`src/ittf_pkg.sv`:
```
// Shared types, field layout and character constants for the integer-to-text formatter.
// No dependencies; used by every module of the block.
`default_nettype none

package ittf_pkg;

	// Input transfer layout, lowest bit first
	localparam int VALUE_W    = 32;
	localparam int BASE_W     = 6;
	localparam int WIDTH_W    = 7;
	localparam int PREC_W     = 7;
	localparam int FLAGS_W    = 7;
	localparam int VALUE_LSB  = 0;
	localparam int BASE_LSB   = VALUE_LSB + VALUE_W;
	localparam int WIDTH_LSB  = BASE_LSB + BASE_W;
	localparam int PREC_LSB   = WIDTH_LSB + WIDTH_W;
	localparam int FLAGS_LSB  = PREC_LSB + PREC_W;
	localparam int S_TDATA_W  = ((FLAGS_LSB + FLAGS_W + 7) / 8) * 8;

	localparam int CHAR_W     = 8;
	localparam int DIGIT_W    = 6;

	// format_flags bit positions
	localparam int FL_ZERO    = 0;
	localparam int FL_SIGNED  = 1;
	localparam int FL_PLUS    = 2;
	localparam int FL_SPACE   = 3;
	localparam int FL_LEFT    = 4;
	localparam int FL_PREFIX  = 5;
	localparam int FL_LOWER   = 6;

	localparam logic [BASE_W-1:0] BASE_MIN = 6'd2;
	localparam logic [BASE_W-1:0] BASE_MAX = 6'd36;
	localparam logic [BASE_W-1:0] BASE_OCT = 6'd8;
	localparam logic [BASE_W-1:0] BASE_HEX = 6'd16;

	localparam logic [CHAR_W-1:0] CH_NUL   = 8'h00;
	localparam logic [CHAR_W-1:0] CH_SPACE = 8'h20;
	localparam logic [CHAR_W-1:0] CH_PLUS  = 8'h2B;
	localparam logic [CHAR_W-1:0] CH_MINUS = 8'h2D;
	localparam logic [CHAR_W-1:0] CH_ZERO  = 8'h30;
	localparam logic [CHAR_W-1:0] CH_UP_A  = 8'h41;
	localparam logic [CHAR_W-1:0] CH_LO_A  = 8'h61;
	localparam logic [CHAR_W-1:0] CH_UP_X  = 8'h58;
	localparam logic [CHAR_W-1:0] CH_LO_X  = 8'h78;

	// Status from the digit generator to the sequencer
	typedef struct packed {
		logic               push;
		logic [DIGIT_W-1:0] digit;
		logic               done;
	} gen_stat_t;

	// Digit value 0..35 to its ASCII character
	function automatic logic [CHAR_W-1:0] digit_char(input logic [DIGIT_W-1:0] d,
		input logic lower);
		logic [CHAR_W-1:0] dx;
		dx = {{(CHAR_W-DIGIT_W){1'b0}}, d};
		if (d < 6'd10) begin
			digit_char = CH_ZERO + dx;
		end else begin
			digit_char = (lower ? CH_LO_A : CH_UP_A) + dx - 8'd10;
		end
	endfunction

endpackage

`default_nettype wire

```
`src/integer_to_text_formatter.sv`:
```
// Integer-to-text formatter, printf-style integer conversion, one character per transfer.
// Depends on ittf_pkg, ittf_digit_gen and ittf_stack.
//
// Input channel s_*: one transfer carries one number with base, width, precision and flags.
// Output channel m_*: one transfer per text character; m_tlast marks the final character
// of a number, m_tuser flags a base outside 2..36 (one transfer, character 0, tlast set).
// Timing: after a number is taken, a bit-serial divider produces its digits one by one;
// once division closes, the sequencer plans the text in ST_PLAN, then emits one character
// per cycle while m_tready is high. A new input transfer is taken only after the final
// character of the previous number has been loaded into the output register. A bad base
// goes straight to ST_BAD, which loads the single error transfer.
// Text is clipped to MAX_CHARS characters, digits to MAX_DIGITS (low digits kept).
// s_tready is high whenever the block is between numbers, even while the final
// character still sits in the output register waiting for m_tready.
// A stalled receiver simply holds the output register; text generation pauses.
// Reset (arst_n low) clears m_tvalid and returns the sequencer to idle, so s_tready
// reads high; the source must offer no input while reset is held, which the block does not enforce.
`default_nettype none

module integer_to_text_formatter #(
	parameter int VALUE_BITS = 32,
	parameter int MAX_DIGITS = 32,
	parameter int MAX_CHARS  = 64
) (
	input  wire                                 clk,
	input  wire                                 arst_n,
	input  wire                                 s_tvalid,
	output logic                                s_tready,
	// value[31:0], base[37:32], width[44:38], precision[51:45], format_flags[58:52], zero fill
	input  wire [ittf_pkg::S_TDATA_W-1:0]       s_tdata,
	output logic                                m_tvalid,
	input  wire                                 m_tready,
	// character[7:0]
	output logic [ittf_pkg::CHAR_W-1:0]         m_tdata,
	output logic                                m_tlast,
	// bad_base
	output logic                                m_tuser
);

	localparam int NDW = $clog2(MAX_DIGITS + 1);
	localparam int SW  = $clog2(MAX_DIGITS + MAX_CHARS + 256) + 1;
	localparam int CW  = $clog2(MAX_CHARS + 1);

	localparam logic [2:0] ST_IDLE = 3'd0;
	localparam logic [2:0] ST_DIV  = 3'd1;
	localparam logic [2:0] ST_PLAN = 3'd2;
	localparam logic [2:0] ST_EMIT = 3'd3;
	localparam logic [2:0] ST_BAD  = 3'd4;

	localparam logic [2:0] SEG_PADL = 3'd0;
	localparam logic [2:0] SEG_SIGN = 3'd1;
	localparam logic [2:0] SEG_PFX0 = 3'd2;
	localparam logic [2:0] SEG_PFXX = 3'd3;
	localparam logic [2:0] SEG_ZPAD = 3'd4;
	localparam logic [2:0] SEG_PREC = 3'd5;
	localparam logic [2:0] SEG_DIG  = 3'd6;
	localparam logic [2:0] SEG_PADR = 3'd7;

	// field decode
	logic [ittf_pkg::VALUE_W-1:0]        s_value;
	logic [ittf_pkg::BASE_W-1:0]         s_base;
	logic signed [ittf_pkg::WIDTH_W-1:0] s_width;
	logic signed [ittf_pkg::PREC_W-1:0]  s_prec;
	logic [ittf_pkg::FLAGS_W-1:0]        s_flags;

	assign s_value = s_tdata[ittf_pkg::VALUE_LSB +: ittf_pkg::VALUE_W];
	assign s_base  = s_tdata[ittf_pkg::BASE_LSB  +: ittf_pkg::BASE_W];
	assign s_width = s_tdata[ittf_pkg::WIDTH_LSB +: ittf_pkg::WIDTH_W];
	assign s_prec  = s_tdata[ittf_pkg::PREC_LSB  +: ittf_pkg::PREC_W];
	assign s_flags = s_tdata[ittf_pkg::FLAGS_LSB +: ittf_pkg::FLAGS_W];

	logic [2:0] st_q;
	logic       accept;
	logic       base_ok;

	assign s_tready = st_q == ST_IDLE;
	assign accept   = s_tvalid && s_tready;
	assign base_ok  = (s_base >= ittf_pkg::BASE_MIN) && (s_base <= ittf_pkg::BASE_MAX);

	// value bits above VALUE_BITS are dropped, missing ones are zero
	logic [VALUE_BITS+ittf_pkg::VALUE_W-1:0] val_wide;
	logic [VALUE_BITS-1:0]                   val_v;
	logic                                    neg;
	logic [VALUE_BITS-1:0]                   mag;

	assign val_wide = {{VALUE_BITS{1'b0}}, s_value};
	assign val_v    = val_wide[VALUE_BITS-1:0];
	assign neg      = s_flags[ittf_pkg::FL_SIGNED] && val_v[VALUE_BITS-1];
	assign mag      = neg ? (~val_v + 1'b1) : val_v;

	// digit generation and reversal
	ittf_pkg::gen_stat_t          gen_stat;
	logic [NDW-1:0]               gen_nd;
	logic [ittf_pkg::DIGIT_W-1:0] tos;
	logic                         pop;

	ittf_digit_gen #(
		.VALUE_BITS (VALUE_BITS),
		.MAX_DIGITS (MAX_DIGITS),
		.NDW        (NDW)
	) u_gen (
		.clk    (clk),
		.arst_n (arst_n),
		.load   (accept && base_ok),
		.mag    (mag),
		.base   (s_base),
		.stat   (gen_stat),
		.nd     (gen_nd)
	);

	ittf_stack #(
		.DEPTH (MAX_DIGITS)
	) u_stack (
		.clk  (clk),
		.push (gen_stat.push),
		.pop  (pop),
		.din  (gen_stat.digit),
		.tos  (tos)
	);

	// per-item settings captured at accept
	logic signed [ittf_pkg::WIDTH_W-1:0] width_q;
	logic signed [ittf_pkg::PREC_W-1:0]  prec_q;
	logic                                zero_q;
	logic                                left_q;
	logic                                lower_q;
	logic                                sign_q;
	logic [ittf_pkg::CHAR_W-1:0]         sign_ch_q;
	logic                                pfx0_q;
	logic                                pfxx_q;

	// segment counters for the text
	logic [SW-1:0]  padl_q;
	logic [SW-1:0]  zpad_q;
	logic [SW-1:0]  padr_q;
	logic [SW-1:0]  przero_q;
	logic [NDW-1:0] dig_q;
	logic [CW-1:0]  rem_q;

	// plan arithmetic, all signed
	logic signed [SW-1:0] nd_s;
	logic signed [SW-1:0] prec_s;
	logic signed [SW-1:0] prec_eff;
	logic signed [SW-1:0] fixed_n;
	logic signed [SW-1:0] size_s;
	logic signed [SW-1:0] pad_s;
	logic signed [SW-1:0] total_s;

	always_comb begin
		nd_s     = SW'({1'b0, gen_nd});
		prec_s   = SW'(prec_q);
		prec_eff = (prec_s > nd_s) ? prec_s : nd_s;
		fixed_n  = SW'({1'b0, sign_q}) + SW'({1'b0, pfx0_q}) + SW'({1'b0, pfxx_q});
		size_s   = SW'(width_q) - fixed_n - prec_eff;
		pad_s    = (size_s > 0) ? size_s : '0;
		total_s  = pad_s + fixed_n + prec_eff;
	end

	// emission: first nonempty segment supplies the character
	logic                        out_free;
	logic                        emit;
	logic                        out_load;
	logic [2:0]                  seg;
	logic [ittf_pkg::CHAR_W-1:0] emit_ch;

	assign out_free = !m_tvalid || m_tready;
	assign emit     = (st_q == ST_EMIT) && out_free;
	assign out_load = emit || ((st_q == ST_BAD) && out_free);
	assign pop      = emit && (seg == SEG_DIG);

	always_comb begin
		priority if (padl_q != '0) begin
			seg = SEG_PADL;
		end else if (sign_q) begin
			seg = SEG_SIGN;
		end else if (pfx0_q) begin
			seg = SEG_PFX0;
		end else if (pfxx_q) begin
			seg = SEG_PFXX;
		end else if (zpad_q != '0) begin
			seg = SEG_ZPAD;
		end else if (przero_q != '0) begin
			seg = SEG_PREC;
		end else if (dig_q != '0) begin
			seg = SEG_DIG;
		end else begin
			seg = SEG_PADR;
		end
	end

	always_comb begin
		unique case (seg)
			SEG_PADL: emit_ch = ittf_pkg::CH_SPACE;
			SEG_SIGN: emit_ch = sign_ch_q;
			SEG_PFX0: emit_ch = ittf_pkg::CH_ZERO;
			SEG_PFXX: emit_ch = lower_q ? ittf_pkg::CH_LO_X : ittf_pkg::CH_UP_X;
			SEG_ZPAD: emit_ch = ittf_pkg::CH_ZERO;
			SEG_PREC: emit_ch = ittf_pkg::CH_ZERO;
			SEG_DIG:  emit_ch = ittf_pkg::digit_char(tos, lower_q);
			default:  emit_ch = ittf_pkg::CH_SPACE;
		endcase
	end

	// sequencer and output valid
	always_ff @(posedge clk or negedge arst_n) begin
		if (!arst_n) begin
			st_q     <= ST_IDLE;
			m_tvalid <= 1'b0;
		end else begin
			if (out_load) begin
				m_tvalid <= 1'b1;
			end else if (m_tready) begin
				m_tvalid <= 1'b0;
			end
			unique case (st_q)
				ST_IDLE: begin
					if (accept) begin
						st_q <= base_ok ? ST_DIV : ST_BAD;
					end
				end
				ST_DIV: begin
					if (gen_stat.done) begin
						st_q <= ST_PLAN;
					end
				end
				ST_PLAN: begin
					st_q <= ST_EMIT;
				end
				ST_EMIT: begin
					if (emit && (rem_q == CW'(1))) begin
						st_q <= ST_IDLE;
					end
				end
				ST_BAD: begin
					if (out_free) begin
						st_q <= ST_IDLE;
					end
				end
				default: begin
					st_q <= ST_IDLE;
				end
			endcase
		end
	end

	// item settings, counters and output payload
	always_ff @(posedge clk) begin
		if (accept) begin
			width_q <= s_width;
			prec_q  <= s_prec;
			left_q  <= s_flags[ittf_pkg::FL_LEFT];
			zero_q  <= s_flags[ittf_pkg::FL_ZERO] && !s_flags[ittf_pkg::FL_LEFT];
			lower_q <= s_flags[ittf_pkg::FL_LOWER];
			sign_q  <= neg || s_flags[ittf_pkg::FL_PLUS] || s_flags[ittf_pkg::FL_SPACE];
			priority if (neg) begin
				sign_ch_q <= ittf_pkg::CH_MINUS;
			end else if (s_flags[ittf_pkg::FL_PLUS]) begin
				sign_ch_q <= ittf_pkg::CH_PLUS;
			end else begin
				sign_ch_q <= ittf_pkg::CH_SPACE;
			end
			pfx0_q <= s_flags[ittf_pkg::FL_PREFIX] &&
				((s_base == ittf_pkg::BASE_OCT) || (s_base == ittf_pkg::BASE_HEX));
			pfxx_q <= s_flags[ittf_pkg::FL_PREFIX] && (s_base == ittf_pkg::BASE_HEX);
		end

		if (st_q == ST_PLAN) begin
			padl_q   <= (!zero_q && !left_q) ? pad_s : '0;
			zpad_q   <= zero_q ? pad_s : '0;
			padr_q   <= left_q ? pad_s : '0;
			przero_q <= prec_eff - nd_s;
			dig_q    <= gen_nd;
			rem_q    <= (total_s > SW'(MAX_CHARS)) ? CW'(MAX_CHARS) : total_s[CW-1:0];
		end

		if (emit) begin
			rem_q   <= rem_q - 1'b1;
			m_tdata <= emit_ch;
			m_tlast <= rem_q == CW'(1);
			m_tuser <= 1'b0;
			unique case (seg)
				SEG_PADL: padl_q   <= padl_q - 1'b1;
				SEG_SIGN: sign_q   <= 1'b0;
				SEG_PFX0: pfx0_q   <= 1'b0;
				SEG_PFXX: pfxx_q   <= 1'b0;
				SEG_ZPAD: zpad_q   <= zpad_q - 1'b1;
				SEG_PREC: przero_q <= przero_q - 1'b1;
				SEG_DIG:  dig_q    <= dig_q - 1'b1;
				default:  padr_q   <= padr_q - 1'b1;
			endcase
		end else if ((st_q == ST_BAD) && out_free) begin
			m_tdata <= ittf_pkg::CH_NUL;
			m_tlast <= 1'b1;
			m_tuser <= 1'b1;
		end
	end

endmodule

`default_nettype wire

```
`src/ittf_digit_gen.sv`:
```
// Bit-serial restoring divider that peels base digits off a magnitude, low digit first.
// Depends on ittf_pkg for the digit width and the status struct.
`default_nettype none

module ittf_digit_gen #(
	parameter int VALUE_BITS = 32,
	parameter int MAX_DIGITS = 32,
	parameter int NDW        = $clog2(MAX_DIGITS + 1)
) (
	input  wire                              clk,
	input  wire                              arst_n,
	input  wire                              load,
	input  wire [VALUE_BITS-1:0]             mag,
	input  wire [ittf_pkg::BASE_W-1:0]       base,
	output ittf_pkg::gen_stat_t              stat,
	output logic [NDW-1:0]                   nd
);

	localparam int BW = $clog2(VALUE_BITS);

	logic                          busy_q;
	logic [VALUE_BITS-1:0]         q_q;
	logic [ittf_pkg::DIGIT_W-1:0]  rem_q;
	logic [BW-1:0]                 bit_q;
	logic                          qnz_q;
	logic [NDW-1:0]                nd_q;
	logic [ittf_pkg::BASE_W-1:0]   base_q;
	logic                          push_q;
	logic                          done_q;
	logic [ittf_pkg::DIGIT_W-1:0]  digit_q;

	logic [ittf_pkg::DIGIT_W:0]    trial;
	logic                          ge;
	logic [ittf_pkg::DIGIT_W:0]    diff;
	logic [ittf_pkg::DIGIT_W-1:0]  nrem;
	logic [NDW-1:0]                nd_inc;
	logic                          last_bit;
	logic                          next_digit;
	logic                          digit_end;

	assign trial      = {rem_q, q_q[VALUE_BITS-1]};
	assign ge         = trial >= {1'b0, base_q};
	assign diff       = trial - {1'b0, base_q};
	assign nrem       = ge ? diff[ittf_pkg::DIGIT_W-1:0] : trial[ittf_pkg::DIGIT_W-1:0];
	assign nd_inc     = nd_q + 1'b1;
	assign last_bit   = bit_q == BW'(VALUE_BITS - 1);
	// another digit follows while the quotient is nonzero and the digit limit allows
	assign next_digit = (qnz_q || ge) && (nd_inc < NDW'(MAX_DIGITS));
	assign digit_end  = busy_q && !load && last_bit;

	always_ff @(posedge clk or negedge arst_n) begin
		if (!arst_n) begin
			busy_q <= 1'b0;
			push_q <= 1'b0;
			done_q <= 1'b0;
		end else begin
			push_q <= digit_end;
			done_q <= digit_end && !next_digit;
			if (load) begin
				busy_q <= 1'b1;
			end else if (digit_end && !next_digit) begin
				busy_q <= 1'b0;
			end
		end
	end

	always_ff @(posedge clk) begin
		if (load) begin
			q_q    <= mag;
			base_q <= base;
			rem_q  <= '0;
			bit_q  <= '0;
			qnz_q  <= 1'b0;
			nd_q   <= '0;
		end else if (busy_q) begin
			q_q <= {q_q[VALUE_BITS-2:0], ge};
			if (last_bit) begin
				// quotient complete: next digit restarts on it
				rem_q   <= '0;
				bit_q   <= '0;
				qnz_q   <= 1'b0;
				nd_q    <= nd_inc;
				digit_q <= nrem;
			end else begin
				qnz_q <= qnz_q | ge;
				rem_q <= nrem;
				bit_q <= bit_q + 1'b1;
			end
		end
	end

	assign stat.push  = push_q;
	assign stat.digit = digit_q;
	assign stat.done  = done_q;
	assign nd         = nd_q;

endmodule

`default_nettype wire

```
`src/ittf_stack.sv`:
```
// Shift-register LIFO that reverses the digit order: pushed low digit first, popped high first.
// Depends on ittf_pkg for the digit width.
`default_nettype none

module ittf_stack #(
	parameter int DEPTH = 32
) (
	input  wire                              clk,
	input  wire                              push,
	input  wire                              pop,
	input  wire [ittf_pkg::DIGIT_W-1:0]      din,
	output logic [ittf_pkg::DIGIT_W-1:0]     tos
);

	logic [ittf_pkg::DIGIT_W-1:0] mem_q [DEPTH];

	always_ff @(posedge clk) begin
		if (push) begin
			mem_q[0] <= din;
			for (int i = 1; i < DEPTH; i++) begin
				mem_q[i] <= mem_q[i-1];
			end
		end else if (pop) begin
			for (int i = 0; i < DEPTH - 1; i++) begin
				mem_q[i] <= mem_q[i+1];
			end
		end
	end

	assign tos = mem_q[0];

endmodule

`default_nettype wire
```
`config.mk`:
```
export PLATFORM = sky130hd
export DESIGN_NAME = integer_to_text_formatter
export DESIGN_NICKNAME = d
export VERILOG_FILES = /design/src/ittf_pkg.sv /design/src/integer_to_text_formatter.sv /design/src/ittf_digit_gen.sv /design/src/ittf_stack.sv
export SDC_FILE = /design/constraint.sdc
export NUM_CORES = 1
export LEC_CHECK = 0
export BUFFER_PORTS_ARGS = -buffer_cell sky130_fd_sc_hd__clkbuf_2
export CELL_PAD_IN_SITES_DETAIL_PLACEMENT = 0
export CELL_PAD_IN_SITES_GLOBAL_PLACEMENT = 1
export CORE_ASPECT_RATIO = 1.2
export CORE_MARGIN = 2
export CORE_UTILIZATION = 49
export CTS_BUF_LIST = sky130_fd_sc_hd__clkbuf_4
export DETAILED_ROUTE_END_ITERATION = 6
export PLACE_DENSITY_LB_ADDON = 0.1
export REMOVE_ABC_BUFFERS = 1
export SLEW_MARGIN = 40
export SYNTH_ARGS = -nofsm -noshare
export SYNTH_HDL_FRONTEND = slang
export SYNTH_SLANG_ARGS = --single-unit
```
`constraint.sdc`:
```
create_clock -name clk -period 16.85 [get_ports clk]
set_input_delay 1.685 -clock clk [delete_from_list [all_inputs] [get_ports clk]]
set_output_delay 1.685 -clock clk [all_outputs]
set_load 0.005 [all_outputs]
```
# ---- Yosys cells after proc, flatten, opt, wreduce, memory -nomap -nowiden
# Memory sizes are Yosys's and may differ from the RTL's.
# Index checks and enable logic that the tools add are counted.
dict set report word_totals {
  register_bits 150
  ram_bits 192
  in_bits 68
  output_inout_bits 12
  elab_cells 249
  mem_count 1
}
dict set report op_classes {
  n_addsub 19
  order_cmp 8
  n_eq_ne 18
  muxes 97
  bitwise 34
  reduce_logical 43
}
# name depth width rd rd_clocked_by_memory_dff wr line
set mem_list {}
lappend mem_list {u_stack.mem_q 32 6 32 0 32 ittf_stack.sv:15} ;# logic [ittf_pkg::DIGIT_W-1:0] mem_q [DEPTH];
# cell count
set ops {}
lappend ops {{6-bit two-way mux} 38}
lappend ops {{10-bit two-way mux} 13}
lappend ops {{32-bit two-way mux} 3}
lappend ops {{32-bit by 1-bit adder with 32-bit output, second input constant} 1}
lappend ops {{32-bit inverter} 1}
lappend ops {{1-bit OR} 32}
lappend ops {{8-bit one-hot mux with 4 select lines} 1}
lappend ops {{10-bit nonzero test} 3}
lappend ops {{10-bit by 1-bit subtractor with 10-bit output, second input constant} 3}
lappend ops {{3-bit two-way mux} 9}
lappend ops {{8-bit two-way mux} 3}
lappend ops {{1-bit two-way mux} 22}
lappend ops {{7-bit two-way mux} 3}
lappend ops {{1-bit logical AND} 16}
lappend ops {{3-bit one-hot mux with 5 select lines} 1}
lappend ops {{3-bit by 2-bit equality test with 1-bit output, second input constant} 4}
lappend ops {{3-bit equality test, second input constant} 4}
lappend ops {{10-bit adder} 1}
lappend ops {{10-bit by 4-bit adder with 10-bit output} 1}
lappend ops {{10-bit by 1-bit > comparator with 1-bit output, second input constant} 1}
lappend ops {{10-bit by 8-bit > comparator with 1-bit output, second input constant} 1}
lappend ops {{2-bit nonzero test} 5}
lappend ops {{10-bit by 7-bit subtractor with 10-bit output} 1}
lappend ops {{8-bit by 10-bit subtractor with 10-bit output} 1}
lappend ops {{other kinds (36)} 51}

# ---- Longest topological paths before layout
dict set report depth {
  depth_word 14
  depth_mapped 26
  ltp_nobuf 26
}

# ---- Cells and area by module
# From an unflattened synthesis, not the netlist that was laid out.
dict set report unflattened {
  cells_unflattened 1366
  hier_area_um2 17534.3
}
# mod instances cells_each area_per_inst_um2 seq_area_each_um2
set by_module_without_submodules {}
lappend by_module_without_submodules {ittf_stack 1 407 8130.3 5765.5}
lappend by_module_without_submodules {integer_to_text_formatter 1 753 6498.7 1981.9}
lappend by_module_without_submodules {ittf_digit_gen 1 206 2905.3 1756.7}

# ---- Worst setup path after synthesis
# Ideal clock, no wire load.
dict set report synth_path {
  path_kind {reg2reg}
  startpoint {register u_gen.nd_q[2], in the netlist u_gen.nd[2]}
  endpoint {register rem_q[0] (data pin)}
  setup_ns 0.279
  arrival_ns 6.186
  required_time_ns 16.571
  slack_ns 10.386
  stages_incl_launch_ff 25
  n_path_buf 0
  synth_period_minus_slack_ns 6.464
  path_cell_list {dfxtp_1 inv_1 ha_1 a21oi_1 a21oi_1 o31ai_1 o21ai_0 ha_1 ha_1 o21bai_1 ha_1 o211ai_1 a21boi_0 a31oi_1 a211o_1 nor2_1 fa_1 ha_1 fa_1 a21o_1 a21oi_1 xnor2_1 o31ai_1 a31oi_1 o32ai_1}
}
dict set report synth_via {
  elab_chain_len 11
}
# item line
set synth_lines {}
lappend synth_lines {{start, declared} ittf_digit_gen.sv:26} ;# logic [NDW-1:0] nd_q;
lappend synth_lines {{start signal, assigned} ittf_digit_gen.sv:82} ;# nd_q <= nd_inc;
lappend synth_lines {{7-bit > comparator} integer_to_text_formatter.sv:152} ;# prec_eff = (prec_s > nd_s) ? prec_s : nd_s;
lappend synth_lines {{10-bit two-way mux *} integer_to_text_formatter.sv:152}
lappend synth_lines {{8-bit by 10-bit subtractor with 10-bit output} integer_to_text_formatter.sv:154} ;# size_s = SW'(width_q) - fixed_n - prec_eff;
lappend synth_lines {{10-bit by 1-bit > comparator with 1-bit output} integer_to_text_formatter.sv:155} ;# pad_s = (size_s > 0) ? size_s : '0;
lappend synth_lines {{10-bit two-way mux} integer_to_text_formatter.sv:155}
lappend synth_lines {{10-bit by 4-bit adder with 10-bit output} integer_to_text_formatter.sv:156} ;# total_s = pad_s + fixed_n + prec_eff;
lappend synth_lines {{10-bit adder *} integer_to_text_formatter.sv:156}
lappend synth_lines {{10-bit by 8-bit > comparator with 1-bit output} integer_to_text_formatter.sv:273} ;# rem_q <= (total_s > SW'(MAX_CHARS)) ? CW'(MAX_CHARS) : total_s[CW-1:0];
lappend synth_lines {{7-bit two-way mux *} integer_to_text_formatter.sv:273}
lappend synth_lines {{7-bit two-way mux *} integer_to_text_formatter.sv:267} ;# if (st_q == ST_PLAN) begin
lappend synth_lines {{7-bit two-way mux *} integer_to_text_formatter.sv:276} ;# if (emit) begin
lappend synth_lines {{end signal, assigned} integer_to_text_formatter.sv:273}
lappend synth_lines {{end signal, assigned} integer_to_text_formatter.sv:277} ;# rem_q <= rem_q - 1'b1;
lappend synth_lines {{end, declared} integer_to_text_formatter.sv:138} ;# logic [CW-1:0] rem_q;
# Every way passes the cells marked *; elsewhere a longest branch is shown, timed or not. The select of a mux whose other input is x is not followed.
# A chain may end at the register's enable or synchronous reset.

# ---- Worst setup path after layout
dict set report layout_path {
  startpoint {register u_gen.nd_q[2], in the netlist u_gen.nd[2]}
  endpoint {register rem_q[5] (data pin)}
}
# Same word-level chain as after synthesis.

==> run summary <==
Post-route ant nets = 0
# rows = 75
Final Skew = 0.0243 ns
Register area share after synthesis = 54.6%
CP Max Fanout = 9
Final count of hold timing violations = 0
Hold path depth = 0
All-layer global routing usage = 18.3%
EDFF count, synth = 272
Ys async rst share = 2.08%
Core area = 0.0350 sq mm
Initial core utilization = 49.7%
Pins Over Slew Limit = 0
Yosys Warn Count = 0
Most frequent cells in the layout = edfxtp_1, mux2_2, nor2_1, clkbuf_4, a21oi_1
Pin count of the biggest net entering global routing = 92
Post-synth cell types = 74
Crit path capture type = flip-flop
Worst r2r path cells = 26
Clk buf depth = 3
Peak VDD IR = 0.0990 mV
Placed Cells = 1927
CTS tree = built
Clock transition at the registers of the reported paths = 0.07 ns
Post-CTS setup buffers = 0
Finished Core Util = 55.4%
Die height = 210 microns
Pre-Repair DR Iteration Count = 5
Leakage = 6.75 nW
Sink Count = 337
Actual slew at the worst max-slew pin = 0.846 ns
RSZ-0062 raised after global routing = no
Tcrit/Tclk final = 42.0%
Share of post-route cells with drive strength above 1 = 27.6%
H-tree levels = 3
Startpoint Class = flip-flop
CP arrival = 7.55 ns
First-pass GRT wire length = 54.6 mm
Register area = 0.00951 sq mm
Via Count = 11300
Crit path kind = flip-flop to flip-flop
Crit path capture = rem_q[5]$_DFFE_PP_
Setup-failing EPs final = 0
Initial antenna violation count = 1
Post-layout minimum cycle time = 7.08 ns
Root cell of the clock tree = clkbuf_4
#FFs+latches synth = 337
Slew margin rel. = 43.2%
Top-Level Pins = 80
Top_reg_cell synth = edfxtp_1
Hold slack final = 0.441 ns
Worst R2R End = rem_q[5]$_DFFE_PP_
Post-DP HPWL = 22.4 mm
WL/cell = 15.9 microns
Placer congestion estimate = 0.807
Num CTS Buffers = 89
Buffers on Ports = 74
Full die area = 0.0370 sq mm
Fmax = 0.141 GHz
Crit. Startpoint = u_gen.nd[2]$_SDFFE_PP0P_
Area of the multi-input gates = 0.00738 sq mm
Hold crit path type = flip-flop to flip-flop
Initial DRC count = 684
Power Density = 150 mW/mm^2
Vias in the first global route = 11200
Fin nets = 1701
Setup_tns = 0 ns
Routed wire length = 33.2 mm
Syn Inst Count = 1431
Worst skew pair latency = 0.75 ns
Die W = 176 microns
Layout area overhead = 11.5%
Syn Area/Cell = 12.2 sq um
CTS resizes = 0
Finished Layout Cells = 2089
Critical path required time = 17.31 ns
Max-cap violations = 0
RR Startpoint = u_gen.nd[2]$_SDFFE_PP0P_
Via density = 5.39
Status = complete, no violations
Hold-fix buffers at CTS = 0
Commonest non-fill, non-tap cell in the layout = edfxtp_1
Mapped Area = 0.0174 sq mm
GRT overflow = 0
R2R Setup Slk = 9.77 ns
Fillers = 3107
DRC viols = 0
[per-stage QoR]
step / setup WS, ns / power, W / instance area [sq um]
detailed placement: 9.72 / 0.00220 / 18200
floorplan: 10.39 / 0.00194 / 17100
CTS: 9.70 / 0.00295 / 19400
global placement: 9.79 / 0.00219 / 18200
finish: 9.77 / 0.00291 / 19400
global route: 9.20 / 0.00315 / 19400
[per-layer routing]
layer	vias up	share of wire, %	global-route usage [%]
li1	5625	-	-
met1	5395	45	22.8
met2	182	49	30.4
met3	49	3.9	3.97
met4	0	2.7	8.32
met5	-	0	0
[worst max-delay path, stage by stage (launching register included)]
cell and delay (ns):
dfxtp_1 0.39, inv_1 0.13, ha_1 0.35, a21oi_1 0.14
a21oi_1 0.08, o31ai_1 0.29, buf_4 0.23, nand2_1 0.06
o21ai_0 0.32, ha_1 0.37, ha_1 0.17, o21bai_1 0.18
ha_1 0.32, o211ai_1 0.10, a21boi_0 0.33, a31oi_1 0.17
a211o_1 0.42, nor2_1 0.29, fa_1 0.47, ha_1 0.25
fa_1 0.44, a21o_1 0.20, a21oi_1 0.17, xnor2_1 0.17
o31ai_1 0.11, a31oi_1 0.47, o21ai_0 0.18
[synth_stat cells (all sizes together) (6+ instances only)]
cell / instances / share of area [%]
o21a: 11 / 0.47
or3: 17 / 0.61
dfrtp: 7 / 1.0
dfxtp: 58 / 6.7
clkbuf: 32 / 0.69
nand4: 7 / 0.29
edfxtp: 272 / 47
xnor2: 38 / 1.9
nor4b: 6 / 0.37
nand3: 18 / 0.52
nor4: 9 / 0.32
nor3b: 6 / 0.32
a31oi: 10 / 0.36
and3: 8 / 0.29
or2: 9 / 0.32
nor2: 138 / 3.1
a211oi: 8 / 0.35
o211ai: 6 / 0.26
xor2: 22 / 1.1
nand3b: 9 / 0.39
a21o: 9 / 0.39
a21oi: 103 / 3.0
mux2: 194 / 13
nand2: 63 / 1.4
ha: 69 / 5.0
a311oi: 8 / 0.40
o31ai: 9 / 0.39
buf: 23 / 0.94
o21ai: 52 / 1.5
a22oi: 6 / 0.26
nand2b: 19 / 0.68
nor2b: 10 / 0.36
nor3: 37 / 1.2
inv: 72 / 1.6
fa: 8 / 0.92
[state kept, by name, indices dropped and copies added (netlist names), 3 cells and up]
| signal | cells |
|---|---|
| st_q | 3 |
| prec_q | 7 |
| u_gen.q_q | 32 |
| przero_q | 10 |
| u_stack.mem_q | 192 |
| u_gen.digit_q | 6 |
| padl_q | 10 |
| u_gen.nd | 6 |
| rem_q | 7 |
| width_q | 7 |
| zpad_q | 10 |
| u_gen.base_q | 6 |
| u_gen.bit_q | 5 |
| u_gen.rem_q | 6 |
| sign_ch_q | 3 |
| m_tdata | 8 |
| dig_q | 6 |
[power breakdown]
part	switching, W	total [W]	internal (W)
clock	0.000339	0.000721	0.000382
sequential	0.000105	0.00118	0.00108
combinational	0.000588	0.00100	0.000416
[worst min path at each step]
stage	start	slack [ns]	endpoint
6_report	u_stack.mem_q[3][39]$_DFFE_PP_	0.44	u_stack.mem_q[3][45]$_DFFE_PP_
5_1_grt	u_stack.mem_q[3][39]$_DFFE_PP_	0.47	u_stack.mem_q[3][45]$_DFFE_PP_
4_1_cts	u_stack.mem_q[3][39]$_DFFE_PP_	0.45	u_stack.mem_q[3][45]$_DFFE_PP_
3_5_place_dp	u_stack.mem_q[3][37]$_DFFE_PP_	0.44	u_stack.mem_q[3][43]$_DFFE_PP_
3_3_place_gp	u_stack.mem_q[3][37]$_DFFE_PP_	0.43	u_stack.mem_q[3][43]$_DFFE_PP_
2_1_floorplan	u_stack.mem_q[3][36]$_DFFE_PP_	0.42	u_stack.mem_q[3][42]$_DFFE_PP_
[logic make-up after synthesis]
| family | after synthesis | share of synthesized area (%) |
|---|---|---|
| adders and majority gates | 77 | 5.88 |
| buffers and inverters | 127 | 3.18 |
| DFF | 337 | 54.6 |
| and+or+nand+nor | 372 | 10.8 |
| muxes | 199 | 13.3 |
| xor gates and xnor gates | 60 | 3.02 |
| other | 2 | 0.0432 |
| AOI/OAI and AO/OA | 257 | 9.13 |
[area by class of cell]
type	instances	area share [%]
clock buffers	128	4.96
multi-input cells	970	38.0
inverters	72	1.39
flip-flops and latches	337	49.0
diodes	1	0.0129
clock inverters	33	0.994
well taps	462	2.98
repair buffers	86	2.59
No activity file was read; power rests on OpenSTA's default activity.
